==> src/skt_pkg.sv <==
package skt_pkg;

	// result status codes
	localparam logic [1:0] ST_OK        = 2'd0;
	localparam logic [1:0] ST_NOT_FOUND = 2'd1;
	localparam logic [1:0] ST_FULL      = 2'd2;
	localparam logic [1:0] ST_DUPLICATE = 2'd3;

	// action codes
	localparam logic ACT_INSERT = 1'b0;
	localparam logic ACT_LOOKUP = 1'b1;

	// fixed field widths
	localparam int KEY_W    = 64;
	localparam int HANDLE_W = 16;
	localparam int COUNT_W  = 9;
	localparam int STATUS_W = 2;

	typedef struct packed {
		logic                load;    // capture accepted item
		logic                rd_mid;  // read middle entry of search range
		logic                step;    // narrow search range
		logic                rd_lo;   // read entry at lower bound
		logic                shift;   // move one entry up one slot
		logic                place;   // write new pair at lower bound
		logic                post;    // load result register
		logic [STATUS_W-1:0] code;    // status for post
	} skt_cmd_t;

	typedef struct packed {
		logic lt_hi;       // search range not empty
		logic key_lt;      // read key below item key
		logic hit;         // entry at lower bound holds item key
		logic full;        // table at capacity
		logic idx_gt_pos;  // entries left to shift
		logic lookup;      // item is a lookup
		logic out_free;    // result register can take a result
	} skt_sts_t;

endpackage

==> src/skt_ctrl.sv <==
module skt_ctrl (
	input  logic              clk,
	input  logic              arst_n,
	input  logic              in_fire,
	input  skt_pkg::skt_sts_t sts,
	output logic              idle,
	output skt_pkg::skt_cmd_t cmd
);

	localparam logic [2:0] S_IDLE    = 3'd0;
	localparam logic [2:0] S_SEARCH  = 3'd1;
	localparam logic [2:0] S_COMPARE = 3'd2;
	localparam logic [2:0] S_CHECK   = 3'd3;
	localparam logic [2:0] S_SHIFT   = 3'd4;
	localparam logic [2:0] S_PLACE   = 3'd5;
	localparam logic [2:0] S_POST    = 3'd6;

	logic [2:0]                   state_q, state_d;
	logic [skt_pkg::STATUS_W-1:0] code_q, code_d;

	assign idle = (state_q == S_IDLE);

	always_comb begin
		state_d = state_q;
		code_d  = code_q;
		cmd     = '0;
		cmd.code = code_q;
		unique case (state_q)
			S_IDLE: begin
				if (in_fire) begin
					cmd.load = 1'b1;
					state_d  = S_SEARCH;
				end
			end
			S_SEARCH: begin
				if (sts.lt_hi) begin
					cmd.rd_mid = 1'b1;
					state_d    = S_COMPARE;
				end else begin
					cmd.rd_lo = 1'b1;
					state_d   = S_CHECK;
				end
			end
			S_COMPARE: begin
				cmd.step = 1'b1;
				state_d  = S_SEARCH;
			end
			S_CHECK: begin
				// full check ranks ahead of the duplicate check
				priority if (sts.lookup) begin
					code_d  = sts.hit ? skt_pkg::ST_OK : skt_pkg::ST_NOT_FOUND;
					state_d = S_POST;
				end else if (sts.full) begin
					code_d  = skt_pkg::ST_FULL;
					state_d = S_POST;
				end else if (sts.hit) begin
					code_d  = skt_pkg::ST_DUPLICATE;
					state_d = S_POST;
				end else begin
					state_d = S_SHIFT;
				end
			end
			S_SHIFT: begin
				// last pending write lands on the edge that leaves this state
				if (sts.idx_gt_pos) begin
					cmd.shift = 1'b1;
				end else begin
					state_d = S_PLACE;
				end
			end
			S_PLACE: begin
				cmd.place = 1'b1;
				code_d    = skt_pkg::ST_OK;
				state_d   = S_POST;
			end
			S_POST: begin
				if (sts.out_free) begin
					cmd.post = 1'b1;
					state_d  = S_IDLE;
				end
			end
			default: begin
				state_d = S_IDLE;
			end
		endcase
	end

	always_ff @(posedge clk or negedge arst_n) begin
		if (!arst_n) begin
			state_q <= S_IDLE;
			code_q  <= skt_pkg::ST_OK;
		end else begin
			state_q <= state_d;
			code_q  <= code_d;
		end
	end

endmodule

==> config.mk <==
export PLATFORM = sky130hd
export DESIGN_NAME = skt_ctrl
export DESIGN_NICKNAME = d
export VERILOG_FILES = /design/src/skt_pkg.sv /design/src/skt_ctrl.sv
export SDC_FILE = /design/constraint.sdc
export NUM_CORES = 1
export LEC_CHECK = 0
export BUFFER_PORTS_ARGS = -buffer_cell sky130_fd_sc_hd__buf_2
export CORE_AREA = 2 2 39 41
export DETAILED_ROUTE_END_ITERATION = 12
export DIE_AREA = 0 0 41 43
export GPL_TIMING_DRIVEN = 0
export SYNTH_ARGS = -nofsm -noshare
export SYNTH_HDL_FRONTEND = slang
export SYNTH_SLANG_ARGS = --single-unit
==> constraint.sdc <==
create_clock -name clk -period 2 [get_ports clk]
set_input_delay 0.1 -clock clk [delete_from_list [all_inputs] [get_ports clk]]
set_output_delay 0.1 -clock clk [all_outputs]
set_load 0.02 [all_outputs]
**After elaboration in Yosys (flattened, before gate mapping)**

Index checks and enable logic that the tools add are counted.

- Equality and inequality tests: 10
- Mux-type cells: 25
- Reductions and logical operators: 4

Operators by type and width:

| kind | number |
|---|---|
| $pmux 3 s7 | 1 |
| $mux 1 | 14 |
| $mux 2 | 6 |
| $eq 3x3->1 const B | 3 |
| $mux 3 | 3 |
| $eq 3x2->1 const B | 2 |
| $ne 2x2->1 const B | 3 |
| $ne 4x4->1 const B | 1 |
| $pmux 2 s2 | 1 |
| $eq 3x1->1 const B | 1 |
| $logic_not 3->1 | 1 |
| $reduce_and 3->1 | 1 |
| $reduce_and 2->1 | 1 |
| $reduce_bool 2->1 | 1 |

- Bits in registers: 5
- Input port bits: 10
- Output and inout port bits: 10
- Logic and storage cells: 41

**Logic depth before layout (Yosys ltp)**

- Depth after elaboration: 4
- Mapped depth: 4
- Mapped depth without buffers: 3

**Worst setup path after synthesis**

OpenSTA, ideal clock, no wires.

- Kind: register -> output
- From: reg state_q[2]
- To: out cmd[8] (netlist name)
- Data arrival time: 1.380 ns
- Data required time: 1.900 ns
- Slack: 0.520 ns
- Cell stages (with the launch flop): 4
- Buffers on the path: 1
- Cell sequence: dfrtp_1 > buf_2 > nor3_1 > and2_1

RTL lines:

| what | line | source |
|---|---|---|
| from (decl) | skt_ctrl.sv:18 | `logic [2:0] state_q, state_d;` |
| from (signal assigned) | skt_ctrl.sv:93 | `state_q <= state_d;` |
| to (decl) | skt_ctrl.sv:7 | `output skt_pkg::skt_cmd_t cmd` |

==> flow_summary_export.csv <==
group,metric,value,unit
placement,preCtsSetupSlack,0.751,ns
setup_path,crit_family,"simple AND/OR/NAND/NOR gates",
synthesis,synth_fp_nets,46,
placement,port_buffers,18,
global_routing,grt_use_total,0.0873,
setup_path,crit_buf_inv,2,
clock_tree,cts.repair.resized,0,
sta,slew_viol_final,0,
clock_tree,cts_buffers,3,
global_routing,use_met3,0.0157,
setup_path,crit_type,"register to primary output",
die,row_count,14,
synthesis,syn_inst,36,
synthesis,synthSimpleGateAreaFrac,0.273,
placement,dp_hpwl,595,um
synthesis,synth-xor-area-share,0,
global_routing,grt_max_degree,11,
placement,place_inst,70,
setup_path,crit_arrival,1.40,ns
sta,rsz0062_at_grt,"no",
synthesis,avgSynthCellArea,10.2,sq um
clock_tree,path_clk_slew,0.04,ns
setup_path,end_kind,"primary output",
placement,routabilityCongestion,0.703,
finish,syn_to_final_growth,39.9,%
min_path,hp-class,"input port to register",
global_routing,grt_use_met1,0.0965,
outcome,status,"finished clean",
synthesis,synth_cell_types,24,
routing,wire_per_inst,9.80,um
synthesis,ys_warn_count,0,
setup_path,crit_fanout,9,
synthesis,synth-adder-area-share,0,
sta,period_share,0.748,
setup_path,crit_required,1.90,ns
sta,period_minus_slack,1.50,ns
global_routing,busiest_layer,"met2",
setup_path,crit_top_cell,"buf_2",
sta,final.setup.worst_slack,0.505,ns
synthesis,ys_ff_latch,5,
setup_path,crit_path_cell_trace,"buf_2 -> or2b_1 -> nor3b_1 -> buf_2",
sta,setup_viol,0,
die,die-area,1760,sq um
job,drv_cap,0,
routing,dr.pass1.iters,3,
clock_tree,cts.sinks,5,
setup_path,critPathLaunchType,"register",
routing,routed_wl,735,um
synthesis,synth.area.mux_share,0.0956,
synthesis,synth_top_family_by_area,"simple AND/OR/NAND/NOR gates",
power,peakVddDrop,322,uV
sta,finalSetupTns,0,ns
clock_tree,clk_latency,0.23,ns
setup_path,slowest_stage,"dfrtp_1",
global_routing,grt_pass1_vias,270,
clock_tree,htreeDepth,1,
die,die_w,41,um
routing,antenna_left,0,
synthesis,synth_compound_gate_area_share,0.201,
clock_tree,tritoncts,"yes",
global_routing,grt-ovfl-total,0,
die,ios,20,
finish,n_antenna_cell,0,
routing,vias,339,
finish,final_cells,75,
clock_tree,clockRootBuffer,"clkbuf_4",
clock_tree,postCtsSetupRepairBufs,0,
routing,drc,0,
synthesis,syn_area,367,sq um
setup_path,cpPeakStageDelay,0.34,ns
global_routing,grt_antenna_before_repair,0,
die,core,1380,sq um
finish,drive_above_1_share,0.458,
power,leakage,0.274,nW
sta,tightest_slew,0.283,ns
die,die_height,43,um
die,start_util,0.265,
global_routing,grt_pass1_wl,1.04,mm
finish,fillCellCount,146,
sta,finClkSkew,0.000316,ns
clock_tree,clk_path_buf_depth,2,
finish,fin_util,0.371,
global_routing,globalRouteMet2Util,0.131,
routing,viasPerCell,4.52,
routing,drt-initial-drc-count,3,
power,power.density,1510,nW/um^2
sta,slew_headroom,0.811,
sta,finalHoldViolations,0,
clock_tree,ctsHoldBuffers,1,
sta,fmax,0.669,GHz
finish,final_nets,70,
synthesis,seq_area_frac_synth,0.341,
## synth_stat cells
library cell  instances  area, sq um
nor2b_4               1         13.8
a22oi_1               1         7.51
buf_6                 1         11.3
nor3_1                2         10.0
mux2_4                1         15.0
buf_2                 2         10.0
or2b_1                1         7.51
and2b_1               1         7.51
o21ai_0               1         5.00
nor2_1                1         3.75
dfrtp_1               5          125
and3b_1               1         8.76
and3_1                1         6.26
o311ai_4              1         26.3
mux2i_1               2         20.0
and2_1                1         6.26
nand2_1               2         7.51
a22o_1                1         8.76
a2bb2oi_1             1         8.76
o221ai_1              1         8.76
o32ai_1               1         8.76
inv_1                 3         11.3
nor3b_1               3         22.5
nor2b_1               1         6.26
## cells in the final DEF (no fill, tap or decap), drive strengths merged
cell type    count
nor3b            3
dfrtp            5
nor2b            2
o311ai           1
a22oi            1
dlygate4sd3      1
buf             21
nand2            2
nor2             1
o32ai            1
nor3             2
and2b            1
and3             1
a22o             1
mux2i            2
inv              3
o221ai           1
o21ai            1
and3b            1
and2             1
a2bb2oi          1
clkbuf           4
or2b             1
mux2             1
## flip-flops by register name (all words and copies together), names as in the netlist
register,flops
code_q,2
state_q,3
## path summary, 6_finish.rpt
path,from,endpoint,slack [ns],cells after the start
setup / recovery,state_q[2],cmd[7],0.50,4
hold / removal,sts[0],state_q[1],0.13,2
setup reg to reg,state_q[2],code_q[0],0.76,4
hold reg to reg,code_q[1],code_q[1],0.54,2
max in group asynchronous,arst_n,state_q[0],1.67,2
min in group asynchronous,arst_n,code_q[0],0.20,2
## through the flow
stage	total power, mW	hold slack (ns)	instance area (sq um)
final	0.773	0.130	513
after global routing	0.833	0.135	513
after CTS	0.785	0.120	513
after detailed placement	0.666	-0.0817	477
after global placement	0.661	-0.0854	477
after floorplan	0.544	-0.196	367
## cell families (layout without fill, tap and decap cells)
family	Yosys count	after routing
DFF	5	5
buffers and inverters	6	29
AOI/OAI and AO/OA	7	7
and+or+nand+nor	15	15
muxes	3	3
## metal layers
layer / up-vias / routed length [um]
met2: 9 / 395
li1: 175 / -
met1: 155 / 292
met4: 0 / 0
met3: 0 / 47
met5: - / 0
## report_power, final
group / internal (mW) / leakage, nW / total [mW] / switching [mW]
Combinational: 0.215 / 0.197 / 0.478 / 0.263
Clock: 0.0751 / 0.0150 / 0.112 / 0.0369
Sequential: 0.149 / 0.0626 / 0.183 / 0.0338
## area by class of cell
| type | count | area (sq um) | area share |
|---|---|---|---|
| Buffer | 3 | 21.3 | 0.0415 |
| Clock buffer | 4 | 26.3 | 0.0512 |
| Sequential cell | 5 | 125 | 0.244 |
| Tap cell | 16 | 20.0 | 0.0390 |
| Multi-Input combinational cell | 25 | 209 | 0.407 |
| Inverter | 3 | 11.3 | 0.0220 |
| Timing Repair Buffer | 19 | 100 | 0.195 |
## worst register-to-register path: stages (launching register included)
cell	delay [ns]
dfrtp_1	0.34
buf_2	0.18
nor2b_4	0.16
o311ai_4	0.13
mux2_4	0.32
Power figures use the tool's default switching activity.
